### src/bsm_pkg.sv
// ---------------------------------------------------------------------------
// bsm_pkg
// Shared constants and control types for the radix-2 Booth multiplier.
// ---------------------------------------------------------------------------
`default_nettype none

package bsm_pkg;

    localparam int WIDTH  = 16;
    localparam int PROD_W = 2 * WIDTH;
    localparam int CNT_W  = $clog2(WIDTH + 1);

    localparam logic [CNT_W-1:0] STEPS = CNT_W'(WIDTH);

    // Booth pair {multiplier bit 0, extra low bit}
    localparam logic [1:0] BOOTH_ADD = 2'b01;
    localparam logic [1:0] BOOTH_SUB = 2'b10;

    // Commands from controller to datapath
    typedef struct packed {
        logic load;      // capture operands, clear accumulator and extra bit
        logic step;      // run one add/subtract and shift
        logic load_out;  // capture the post-step product into the output register
    } bsm_cmd_t;

endpackage : bsm_pkg

`default_nettype wire

### src/bsm_datapath.sv
// ---------------------------------------------------------------------------
// bsm_datapath
// Accumulator, multiplier shift register, extra bit and product register.
// ---------------------------------------------------------------------------
`default_nettype none

module bsm_datapath (
    input  wire logic                          clk,
    input  wire bsm_pkg::bsm_cmd_t             cmd,
    input  wire logic signed [bsm_pkg::WIDTH-1:0]  multiplicand,
    input  wire logic signed [bsm_pkg::WIDTH-1:0]  multiplier,
    output logic signed [bsm_pkg::PROD_W-1:0]      product
);

    logic [bsm_pkg::WIDTH-1:0]  acc_reg;
    logic [bsm_pkg::WIDTH-1:0]  acc_next;
    logic [bsm_pkg::WIDTH-1:0]  mul_reg;
    logic [bsm_pkg::WIDTH-1:0]  mul_next;
    logic [bsm_pkg::WIDTH-1:0]  mcand_reg;
    logic                       extra_reg;
    logic [bsm_pkg::WIDTH-1:0]  sum;
    logic [bsm_pkg::PROD_W-1:0] product_reg;

    always_comb
    begin
        case ({mul_reg[0], extra_reg})
            bsm_pkg::BOOTH_SUB: sum = acc_reg - mcand_reg;
            bsm_pkg::BOOTH_ADD: sum = acc_reg + mcand_reg;
            default:            sum = acc_reg;
        endcase
        // arithmetic shift of the acc:mul:extra chain
        acc_next = {sum[bsm_pkg::WIDTH-1], sum[bsm_pkg::WIDTH-1:1]};
        mul_next = {sum[0], mul_reg[bsm_pkg::WIDTH-1:1]};
    end

    always_ff @(posedge clk)
    begin
        if (cmd.load)
        begin
            mcand_reg <= multiplicand;
            mul_reg   <= multiplier;
            acc_reg   <= '0;
            extra_reg <= 1'b0;
        end
        else if (cmd.step)
        begin
            acc_reg   <= acc_next;
            mul_reg   <= mul_next;
            extra_reg <= mul_reg[0];
        end
        if (cmd.load_out)
        begin
            product_reg <= {acc_next, mul_next};
        end
    end

    assign product = product_reg;

endmodule : bsm_datapath

`default_nettype wire

### src/bsm_ctrl.sv
// ---------------------------------------------------------------------------
// bsm_ctrl
// Iteration counter, handshake control and output valid flag.
// ---------------------------------------------------------------------------
`default_nettype none

module bsm_ctrl (
    input  wire logic          clk,
    input  wire logic          rst_n,
    input  wire logic          in_valid,
    output logic               in_ready,
    output logic               out_valid,
    input  wire logic          out_ready,
    output bsm_pkg::bsm_cmd_t  cmd
);

    localparam logic ST_IDLE = 1'b0;
    localparam logic ST_RUN  = 1'b1;

    logic                      state_reg;
    logic                      state_next;
    logic [bsm_pkg::CNT_W-1:0] cnt_reg;
    logic [bsm_pkg::CNT_W-1:0] cnt_next;
    logic                      out_valid_reg;
    logic                      out_valid_next;
    logic                      out_busy;
    logic                      last;
    logic                      in_xfer;

    assign out_busy = out_valid_reg && !out_ready;
    assign last     = (cnt_reg == bsm_pkg::CNT_W'(1));
    // take a new pair when idle, or in the final step while the output slot is free
    assign in_ready = (state_reg == ST_IDLE) ||
                      ((state_reg == ST_RUN) && last && !out_busy);
    assign in_xfer  = in_valid && in_ready;

    always_comb
    begin
        cmd.load     = in_xfer;
        cmd.step     = 1'b0;
        cmd.load_out = 1'b0;
        state_next   = state_reg;
        cnt_next     = cnt_reg;
        case (state_reg)
            ST_IDLE:
            begin
                state_next = ST_IDLE;
            end
            ST_RUN:
            begin
                // hold the final step until the output slot frees up
                if (!(last && out_busy))
                begin
                    cmd.step = 1'b1;
                    cnt_next = cnt_reg - bsm_pkg::CNT_W'(1);
                end
                if (last && !out_busy)
                begin
                    cmd.load_out = 1'b1;
                    state_next   = ST_IDLE;
                end
            end
            default:
            begin
                state_next = ST_IDLE;
            end
        endcase
        if (in_xfer)
        begin
            state_next = ST_RUN;
            cnt_next   = bsm_pkg::STEPS;
        end
        out_valid_next = cmd.load_out ? 1'b1 : (out_ready ? 1'b0 : out_valid_reg);
    end

    always_ff @(posedge clk or negedge rst_n)
    begin
        if (!rst_n)
        begin
            state_reg     <= ST_IDLE;
            cnt_reg       <= '0;
            out_valid_reg <= 1'b0;
        end
        else
        begin
            state_reg     <= state_next;
            cnt_reg       <= cnt_next;
            out_valid_reg <= out_valid_next;
        end
    end

    assign out_valid = out_valid_reg;

endmodule : bsm_ctrl

`default_nettype wire

### src/booth_signed_multiplier_unit.sv
// ---------------------------------------------------------------------------
// booth_signed_multiplier_unit
// Iteration: after an input transfer, one Booth add/subtract and shift per
//   cycle in the accumulator datapath; the final step waits while the
//   output register holds an unaccepted product. A new operand pair is
//   taken in the cycle of the final step while the output register is free.
// Reset: rst_n asynchronous, active low; clears control state and out_valid.
// ---------------------------------------------------------------------------
`default_nettype none

module booth_signed_multiplier_unit (
    input  wire logic                                clk,
    input  wire logic                                rst_n,
    input  wire logic                                in_valid,
    output logic                                     in_ready,
    input  wire logic signed [bsm_pkg::WIDTH-1:0]    multiplicand,
    input  wire logic signed [bsm_pkg::WIDTH-1:0]    multiplier,
    output logic                                     out_valid,
    input  wire logic                                out_ready,
    output logic signed [bsm_pkg::PROD_W-1:0]        product
);

    bsm_pkg::bsm_cmd_t cmd;

    bsm_ctrl u_ctrl (
        .clk       (clk),
        .rst_n     (rst_n),
        .in_valid  (in_valid),
        .in_ready  (in_ready),
        .out_valid (out_valid),
        .out_ready (out_ready),
        .cmd       (cmd)
    );

    bsm_datapath u_datapath (
        .clk          (clk),
        .cmd          (cmd),
        .multiplicand (multiplicand),
        .multiplier   (multiplier),
        .product      (product)
    );

endmodule : booth_signed_multiplier_unit

`default_nettype wire

### config.mk
export PLATFORM = sky130hd
export DESIGN_NAME = booth_signed_multiplier_unit
export DESIGN_NICKNAME = d
export VERILOG_FILES = /design/src/bsm_pkg.sv /design/src/bsm_datapath.sv /design/src/bsm_ctrl.sv /design/src/booth_signed_multiplier_unit.sv
export SDC_FILE = /design/constraint.sdc
export NUM_CORES = 1
export LEC_CHECK = 0
export ABC_AREA = 1
export BUFFER_PORTS_ARGS = -buffer_cell sky130_fd_sc_hd__buf_2
export CAP_MARGIN = 40
export CORE_MARGIN = 10
export CORE_UTILIZATION = 45
export CTS_BUF_LIST = sky130_fd_sc_hd__clkbuf_16
export DETAILED_ROUTE_END_ITERATION = 16
export PLACE_DENSITY = 0.68
export SETUP_SLACK_MARGIN = 0.4
export SLEW_MARGIN = 20
export SYNTH_ARGS = -nofsm -noshare
export SYNTH_HDL_FRONTEND = slang
export SYNTH_SLANG_ARGS = --single-unit
### constraint.sdc
create_clock -name clk -period 2.8 [get_ports clk]
set_input_delay 0.56 -clock clk [delete_from_list [all_inputs] [get_ports clk]]
set_output_delay 0.56 -clock clk [all_outputs]
set_load 0.01 [all_outputs]
==> impl_metrics.yaml, run 1 <==
placed_design:
  routabilityCongestion: 0.937
  numPortBuffers: 69
  dp_hpwl_mm: 7.59
  preCtsSetupSlack_ns: -0.116
final_layout:
  drive_above_1_share_pct: 33.9
  largest_reg_flops: 31
  insertedDiodeCount: 0
  final_cell_mix: "146 x nand2_1, 69 x buf_2, 63 x edfxtp_1"
  layout_commonest_cell: "nand2_1"
  fill_cells: 793
  syn_to_final_growth_pct: 32.4
  fin_nets: 656
pwr:
  swShare_pct: 42.2
  pwr-share-clk_pct: 15.7
  cellLeakagePower_nw: 2.69
  internal_power_mw: 4.74
  finalPower_mw: 8.20
  p_per_area_nw_per_um2: 1400
  p_comb_share_pct: 56.4
  peakVddDrop_v: 0.000682
  switching_power_mw: 3.46
  power_frac_seq_pct: 27.9
grt:
  grt_pass1_wl_mm: 18.1
  grt_max_degree: 34
  antenna_found_initial: 0
  grt_use_total_pct: 15.6
  overflow: 0
  grt_pass1_vias: 3746
hold_path:
  hp-class: "input port to asynchronous set/reset pin"
setup_path:
  endpoint_kind: "flop"
  startpoint_type: "flop"
  timing_worst_setup_path_type: "flop to flop"
  cp_slowest_stage_delay_ns: 0.39
  slowest_stage: "edfxtp_1"
  cp_cell_sequence: "inv_2 > ha_4 > nand2_4 > nor3_4 > nand2_2 > nor3_4 > nand2_1 > nand2_2 > nand2_2 > xor2_1 > ha_1 > nand2_2 > nor2_4 > buf_4 > a21oi_2 > nand2_1 > nand3_1 > nand3_1 > nand2_1 > nand2_1"
  cp_max_fo: 3
  critPathRequiredTime_ns: 2.88
  r2r_cells: 20
  cp.arrival_ns: 2.96
route:
  wl_per_cell_um: 15.1
  postRouteAntennaNets: 0
  met1Wirelength_mm: 4.62
  drt-total-wl_mm: 11.1
  num_vias: 3612
  route.detailed.drc: 0
  viasPerCell: 4.92
  wl_met2_mm: 5.77
  firstDrtPassIters: 5
  top_layer: "met4"
  dr_wl_met3_um: 431
  dr.first_iter.drc_count: 278
clock_network:
  cts-htree-levels: 3
  clk_pin_slew_ns: 0.07
  cts_hold_buf: 0
  clockRootBuffer: "clkbuf_16"
  clock_path_buffers: 2
  cts_tree: "yes"
  clock_latency_ns: 0.34
  clock_sinks: 86
  cts_buffers: 9
sta:
  worst_pin_slew_ns: 0.666
  max_slew_margin_pct: 55.6
  slew_viol_final: 0
  grt_setup_unrepaired: "yes"
  hold_violations: 0
  setup_viol: 4
  skew_ns: 0.00784
  fin_ws_ns: -0.0749
  whs_ns: 0.0428
  fin_crit_sh_pct: 103
  max_freq_mhz: 348
  period_minus_slack_ns: 2.87
yosys:
  synth_seq_cells: 86
  yosysTopAreaCellShare_pct: 42.8
  synth_area_um2: 4420
  synth_nets: 546
  synth_warnings: 0
  syn_inst: 486
  yosys.area.top_type: "edfxtp_1"
  synth_cell_types: 42
  ys_seq_area_share_pct: 54.0
  synthTopCellsByArea: "edfxtp_1 43%, nand2_1 14%, dfxtp_1 7.2%"
  synth_area_per_cell_um2: 9.10
flow_run:
  cap_violations: 0
die:
  die_h_um: 119
  initial_core_util_pct: 45.6
  die_w_um: 119
  io_pins: 70
  core_um2: 9680
  fp-row-count: 36
  die_area_um2: 14200
run_status:
  status: "finished, violations left"
  violations: "negative setup slack"
per-layer routing:
metal  GRT usage (%)  vias up
met5               0        -
met4            7.63        0
met3            3.26       22
met2            26.9       69
met1            17.9     1691
li1                -     1830
power groups by stage:
stage          Sequential (mW)  Combinational [mW]  Clock [mW]
3_3_place_gp              2.26                3.45           0
6_report                  2.29                4.62        1.29
3_5_place_dp              2.28                3.52           0
2_1_floorplan             2.22                2.59           0
4_1_cts                   2.27                4.09        1.32
5_1_grt                   2.33                5.16        1.37
area by class of cell:
type,instances,area (um2),share of cell area (%)
Timing Repair Buffer,110,677,11.6
Multi-Input combinational cell,337,2100,35.9
Clock buffer,9,225,3.85
Inverter,52,199,3.40
Tap cell,133,166,2.84
Sequential cell,86,2390,40.8
Clock inverter,7,97.6,1.67
path summary, 6_finish.rpt:
| kind | start | end | slack [ns] |
|---|---|---|---|
| setup / recovery | u_datapath.mcand_reg[1]$_DFFE_PP_ | u_datapath.product[30]$_DFFE_PP_ | -0.07 |
| hold / removal | rst_n | u_ctrl.out_valid$_DFFE_PN0P_ | 0.04 |
| setup reg to reg | u_datapath.mcand_reg[1]$_DFFE_PP_ | u_datapath.product[30]$_DFFE_PP_ | -0.07 |
| hold reg to reg | u_datapath.mul_reg[2]$_DFFE_PP_ | u_datapath.product[1]$_DFFE_PP_ | 0.45 |
| max in group asynchronous | rst_n | u_ctrl.cnt_reg[1]$_DFFE_PN0P_ | 2.59 |
| min in group clk | multiplicand[15] | u_datapath.mcand_reg[15]$_DFFE_PP_ | 0.40 |
through the flow:
stage | TNS [ns] | cell area [um2] | cells | utilization, %
2_1_floorplan | 0 | 4450 | 486 | -
6_report | -0.148 | 5850 | 734 | 60.5
3_5_place_dp | -0.185 | 5010 | 692 | 51.8
5_1_grt | -2.07 | 5850 | 734 | 60.5
3_3_place_gp | -0.0918 | 5010 | 692 | 51.8
4_1_cts | 0 | 5620 | 722 | 58.0
logic make-up (layout without fill, tap and decap cells):
kind of cell    Yosys count  in the layout  synth area share (%)
simple gates            244            244                  23.1
flops                    86             86                  54.0
buf+inv                  63            178                  5.94
compound gates           55             55                  7.22
fa+ha+maj                24             24                  6.96
xor+xnor                 14             14                  2.77
critical path: cells and delay by family (launching register included):
kind,cells,cell delay [ns]
simple gates,14,1.30
fa+ha+maj,2,0.46
flops,1,0.39
buf+inv,2,0.22
xor+xnor,1,0.14
compound gates,1,0.12
synthesized netlist by cell type (all sizes together):
cell type,n
o22ai,7
nand4,4
a31oi,2
xnor2,6
a22oi,1
fa,1
clkbuf,3
and2,4
nor3,4
a22o,3
buf,8
nand3b,2
a21boi,1
or2,5
edfxtp,63
clkinv,1
a21oi,19
o21bai,2
nor2,39
dfrtp,7
o211ai,1
a21o,1
o21a,1
ha,23
inv,51
xor2,8
nand3,22
nand2,164
o21ai,16
dfxtp,16
a41oi,1
repair_timing:
action                     in CTS  in global routing
setup buffers                  14                 12
setup endpoints to repair      23                 26
pin swaps                      19                 20
resized for setup              43                 32
Note: power is estimated with default switching activity, not from simulation.
==> inputs of run 2 (changes only) <==
--- a/config.mk
+++ b/config.mk
@@ -8,3 +8,2 @@
 export ABC_AREA = 1
-export BUFFER_PORTS_ARGS = -buffer_cell sky130_fd_sc_hd__buf_2
 export CAP_MARGIN = 40
@@ -14,3 +13,3 @@
 export DETAILED_ROUTE_END_ITERATION = 16
-export PLACE_DENSITY = 0.68
+export DONT_BUFFER_PORTS = 1
 export SETUP_SLACK_MARGIN = 0.4
@@ -20 +19,2 @@
 export SYNTH_SLANG_ARGS = --single-unit
+export TNS_END_PERCENT = 30
--- a/constraint.sdc
+++ b/constraint.sdc
@@ -3,2 +3,2 @@
 set_output_delay 0.56 -clock clk [all_outputs]
-set_load 0.01 [all_outputs]
+set_load 0.1 [all_outputs]
==> run 2 against run 1 <==
  * The flow still finishes with violations (negative setup slack)
  * Routed wire length barely moved
  * Clock skew rose by 0.0016 ns
  * Sequential share of layout area fell by 0.60 points
  * Clock power fell by 12%
==> impl_metrics.yaml, run 2 (synthesized netlist as in run 1, its figures left out) <==
run_status:
  status: "finished, violations left"
  violations: "negative setup slack"
grt:
  overflow: 0
  antenna_found_initial: 2
  grt_pass1_wl_mm: 18.0
  grt_use_total_pct: 15.8
  grt_max_degree: 32
  grt_pass1_vias: 3493
setup_path:
  cp_slowest_stage_delay_ns: 0.42
  timing_worst_setup_path_type: "flop to flop"
  cp_max_fo: 4
  worst-path-buf-inv: 2
  rrSetupSlack_ns: -0.13
  cp_cell_sequence: "inv_2 > ha_4 > nand2_4 > nor3_4 > nand2_2 > nor3_4 > nand2_1 > nand2_2 > nand2_2 > xor2_1 > ha_1 > nand2_2 > nor2_4 > buf_4 > a21oi_2 > nand2_2 > nand3_2 > nand3_2 > nand2_1 > nand2_1"
  slowest_stage: "edfxtp_1"
  r2r_cells: 20
  cp.depth: 20
  critPathTopFamily: "simple AND/OR/NAND/NOR gates"
  critPathRequiredTime_ns: 2.90
  startpoint_type: "flop"
  cp.arrival_ns: 3.03
  endpoint_kind: "flop"
  cpMostUsedCell: "nand2_2"
route:
  postRouteAntennaNets: 0
  wl_per_cell_um: 16.3
  drt-total-wl_mm: 11.1
  route.detailed.drc: 0
  num_vias: 3382
  viasPerCell: 4.95
  dr.first_iter.drc_count: 149
  firstDrtPassIters: 4
pwr:
  p_comb_share_pct: 56.7
  p_per_area_nw_per_um2: 1380
  internal_power_mw: 4.41
  swShare_pct: 46.1
  pwr-share-clk_pct: 13.9
  cellLeakagePower_nw: 2.62
  switching_power_mw: 3.78
  peakVddDrop_v: 0.000601
  power_frac_seq_pct: 29.4
placed_design:
  dp_hpwl_mm: 7.88
  preCtsSetupSlack_ns: -0.169
  dpl_cell_area_um2: 5260
  routabilityCongestion: 0.868
  numPortBuffers: 0
sta:
  setup_viol: 8
  fin_crit_sh_pct: 105
  grt_setup_unrepaired: "yes"
  worst_pin_slew_ns: 0.890
  fin_tns_setup_ns: -0.588
  slew_viol_final: 0
  skew_ns: 0.00946
  hold_violations: 0
  max_freq_mhz: 341
  fin_ws_ns: -0.130
  whs_ns: 0.312
  max_slew_margin_pct: 40.8
  period_minus_slack_ns: 2.93
die:
  io_pins: 70
  die_h_um: 119
  core_um2: 9680
  die_area_um2: 14200
  fp-row-count: 36
  initial_core_util_pct: 45.6
  die_w_um: 119
clock_network:
  clockRootBuffer: "clkbuf_16"
  clock_sinks: 86
  cts_tree: "yes"
  clock_latency_ns: 0.34
  cts_buffers: 9
  clock_path_buffers: 2
  cts-htree-levels: 3
  clk_pin_slew_ns: 0.07
final_layout:
  fin_nets: 605
  syn_to_final_growth_pct: 34.4
  final_cell_mix: "143 x nand2_1, 63 x edfxtp_1, 42 x inv_1"
  largest_reg_flops: 31
  finish.utilization_pct: 61.4
  layout_commonest_cell: "nand2_1"
  final_cell_area_um2: 5940
  insertedDiodeCount: 0
  drive_above_1_share_pct: 27.3
flow_run:
  cap_violations: 0
hold_path:
  hp-class: "input port to flop"
  hold_depth: 0
-- run 2: routing by layer --
layer | vias up | share of wire, % | wire [um] | global-route usage, %
li1 | 1723 | - | - | -
met1 | 1549 | 43 | 4750 | 18.2
met2 | 90 | 48 | 5300 | 26.0
met3 | 18 | 7.9 | 883 | 6.24
met4 | 2 | 1.6 | 173 | 5.65
met5 | - | 0.072 | 8 | 0
-- run 2: area by class of cell --
cell class              instances  area (um2)
fillers                       795        3740
multi-input cells             337        2080
clock inverters                 7        48.8
well taps                     133         166
clock buffers                   9         225
inverters                      52         196
repair buffers                 59         835
flip-flops and latches         86        2390
-- run 2: what timing repair did --
| action | 4_1_cts | 5_1_grt |
|---|---|---|
| endpoints found under the setup margin | 23 | 28 |
| hold endpoints to repair | 7 | 0 |
| hold buffers | 1 | 0 |
| resized for setup | 42 | 40 |
| pin swaps | 18 | 32 |
| setup buffers | 7 | 4 |
-- run 2: path summary, 6_finish.rpt --
| check | startpoint | endpoint |
|---|---|---|
| min | multiplicand[6] | u_datapath.mcand_reg[6]$_DFFE_PP_ |
| max reg2reg | u_datapath.mcand_reg[1]$_DFFE_PP_ | u_datapath.product[30]$_DFFE_PP_ |
| max | u_datapath.mcand_reg[1]$_DFFE_PP_ | u_datapath.product[30]$_DFFE_PP_ |
| max in group asynchronous | rst_n | u_ctrl.state_reg$_DFF_PN0_ |
| min in group asynchronous | rst_n | u_ctrl.cnt_reg[4]$_DFFE_PN0P_ |
| min reg2reg | u_datapath.mul_reg[12]$_DFFE_PP_ | u_datapath.product[11]$_DFFE_PP_ |
-- run 2: stage by stage --
stage               power [mW]  cells
floorplan                 5.19    486
global placement          6.10    634
detailed placement        6.38    655
CTS                       7.82    679
global route              8.83    683
finish                    8.19    683
-- run 2: power by group through the flow --
stage	sequential (mW)	clock (mW)	combinational [mW]
finish	2.41	1.14	4.64
global route	2.46	1.20	5.17
CTS	2.40	1.15	4.28
detailed placement	2.41	0	3.97
global placement	2.60	0	3.51
floorplan	2.57	0	2.63
==> inputs of run 3 (changes only) <==
- CORE_UTILIZATION: 45 -> 31
- SETUP_SLACK_MARGIN: 0.4 -> 0.3
==> run 3 against run 2 <==
  * The flow still finishes with violations (negative setup slack)
  * Global-route usage shrank 4.3 points
  * Sequential power shrank 4%
  * Design area grew 5.5%
  * Via count grew 2.1%
  * Critical path depth grew 2
  * Clock skew grew 0.0015 ns
  * Count of clock-buffer cells in the layout is the same
  * Worst hold slack lost 0.0019 ns
  * Largest cell class unchanged
==> impl_metrics.yaml, run 3 (synthesized netlist as in run 1, its figures left out) <==
flow_run:
  cap_violations: 0
final_layout:
  syn_to_final_growth_pct: 41.8
  drive_above_1_share_pct: 28.3
  layout_commonest_cell: "nand2_1"
  final_cell_mix: "139 x nand2_1, 63 x edfxtp_1, 44 x inv_1"
  fin_cells: 736
  fin_nets: 610
  largest_reg_flops: 31
  seqCellArea_um2: 2390
  multi_input_area_um2: 2090
  fill_cells: 1233
sta:
  hold_violations: 0
  whs_ns: 0.310
  setup_viol: 3
  worst_pin_slew_ns: 0.646
  period_minus_slack_ns: 2.91
  grt_setup_unrepaired: "yes"
  max_slew_margin_pct: 56.9
  fin_ws_ns: -0.112
  fin_crit_sh_pct: 104
  max_freq_mhz: 343
  slew_viol_final: 0
  skew_ns: 0.0109
clock_network:
  clock_latency_ns: 0.35
  clock_sinks: 86
  clockRootBuffer: "clkbuf_16"
  clock_path_buffers: 2
  cts-htree-levels: 3
  cts_buffers: 9
  cts_tree: "yes"
  clk_pin_slew_ns: 0.07
setup_path:
  startpoint_type: "flop"
  r2r_start: "u_datapath.mcand_reg[1]$_DFFE_PP_"
  critPathRequiredTime_ns: 2.90
  endpoint_kind: "flop"
  cp.arrival_ns: 3.01
  timing_worst_setup_path_type: "flop to flop"
  cp_max_fo: 4
  setup.worst_path.start: "u_datapath.mcand_reg[1]$_DFFE_PP_"
pwr:
  p_per_area_nw_per_um2: 1340
  peakVddDrop_v: 0.000583
  cellLeakagePower_nw: 2.73
placed_design:
  dp_hpwl_mm: 8.31
  dp.cells: 710
  routabilityCongestion: 0.892
  numPortBuffers: 0
die:
  fp-row-count: 43
  die_w_um: 139
  initial_core_util_pct: 31.7
  die_h_um: 139
  die_area_um2: 19400
  core_um2: 13900
  io_pins: 70
route:
  num_vias: 3452
  viasPerCell: 4.69
  wl_per_cell_um: 15.3
  dr.first_iter.drc_count: 157
  postRouteAntennaNets: 0
  route.detailed.drc: 0
  drt-total-wl_mm: 11.2
  firstDrtPassIters: 4
run_status:
  status: "finished, violations left"
  violations: "negative setup slack"
grt:
  antenna_found_initial: 1
  overflow: 0
  grt_pass1_vias: 3585
  grt_max_degree: 33
  grt_use_total_pct: 11.4
  grt_pass1_wl_mm: 18.2
hold_path:
  hp-class: "input port to flop"
  min_from: "multiplicand[5]"
[run 3: cell count changes in the layout (fill, tap and decap cells not counted), moves of 2 or more]
cell / previous run / this run
buf_16: 17 / 27
nand2_1: 143 / 139
inv_8: 0 / 2
nor2_4: 6 / 2
inv_2: 10 / 7
ha_4: 4 / 6
nor2_2: 6 / 9
inv_1: 42 / 44
nand2_2: 16 / 22
clkinvlp_4: 3 / 1
nand3_1: 16 / 13
buf_4: 33 / 28
nand2_4: 5 / 3
nand3_2: 5 / 9
[run 3: timing repair]
item,4_1_cts,5_1_grt
hold buffers,1,0
endpoints found under the setup margin,21,24
setup buffers,4,4
pin swaps,35,27
gates cloned,0,0
endpoints found under the hold margin,7,0
gates resized for setup,44,37
[run 3: worst paths after layout]
kind                                                          end  slack [ns]  cells past startpoint
worst min register to register    u_datapath.product[3]$_DFFE_PP_        0.45                      0
worst max-delay path             u_datapath.product[30]$_DFFE_PP_       -0.11                     22
max in group asynchronous           u_ctrl.cnt_reg[0]$_DFFE_PN0P_        1.99                      1
worst min-delay path            u_datapath.mcand_reg[5]$_DFFE_PP_        0.31                      0
worst max register to register   u_datapath.product[30]$_DFFE_PP_       -0.11                     22
min in group asynchronous            u_ctrl.out_valid$_DFFE_PN0P_        0.55                      1
[run 3: layer usage]
layer | track usage (%) | vias up | routed length, um | share of wire (%)
met4 | 4.45 | 0 | 225 | 2.0
met1 | 13.1 | 1607 | 4800 | 43
met2 | 18.6 | 95 | 5260 | 47
met5 | 0 | - | 0 | 0
li1 | - | 1736 | - | -
met3 | 4.63 | 14 | 961 | 8.6
[run 3: layout make-up]
type	count	share of cell area, %
Sequential cell	86	38.1
Multi-Input combinational cell	337	33.4
Timing Repair Buffer	64	17.0
Clock buffer	9	3.59
Tap cell	180	3.59
Inverter	52	3.13
Clock inverter	7	1.16
Antenna cell	1	0.0399
[run 3: critical path, cell delays in order (launching register included)]
cell      delay (ns)
edfxtp_1        0.40
inv_2           0.10
ha_4            0.15
nand2_4         0.06
nor3_4          0.18
nand2_2         0.08
nor3_2          0.17
nand2_1         0.09
nand2_2         0.08
nand2_2         0.05
xor2_1          0.14
ha_1            0.35
nand2_2         0.08
nor2_2          0.13
inv_1           0.05
nor2_1          0.08
nand2_1         0.07
nand2_2         0.09
inv_2           0.04
nand2_2         0.06
nand3_2         0.06
nand2_2         0.09
nand2_2         0.05
[run 3: where the power goes]
group / switching (mW) / internal, mW / leakage, nW / total [mW]
Clock: 0.556 / 0.631 / 0.144 / 1.19
Combinational: 2.97 / 1.91 / 1.77 / 4.88
Sequential: 0.318 / 2.00 / 0.814 / 2.32
[run 3: stage by stage]
step	instance area [um2]	utilization, %	setup slack (ns)	TNS [ns]	total power, mW
after floorplan	4420	-	0.119	0	5.19
after global placement	4790	34.4	-0.0868	-0.282	6.06
after detailed placement	5570	40.0	-0.197	-0.685	6.46
after CTS	6080	43.6	-0.0597	-0.0835	8.06
after global routing	6270	45.0	-0.328	-1.80	9.05
final	6270	45.0	-0.112	-0.193	8.39
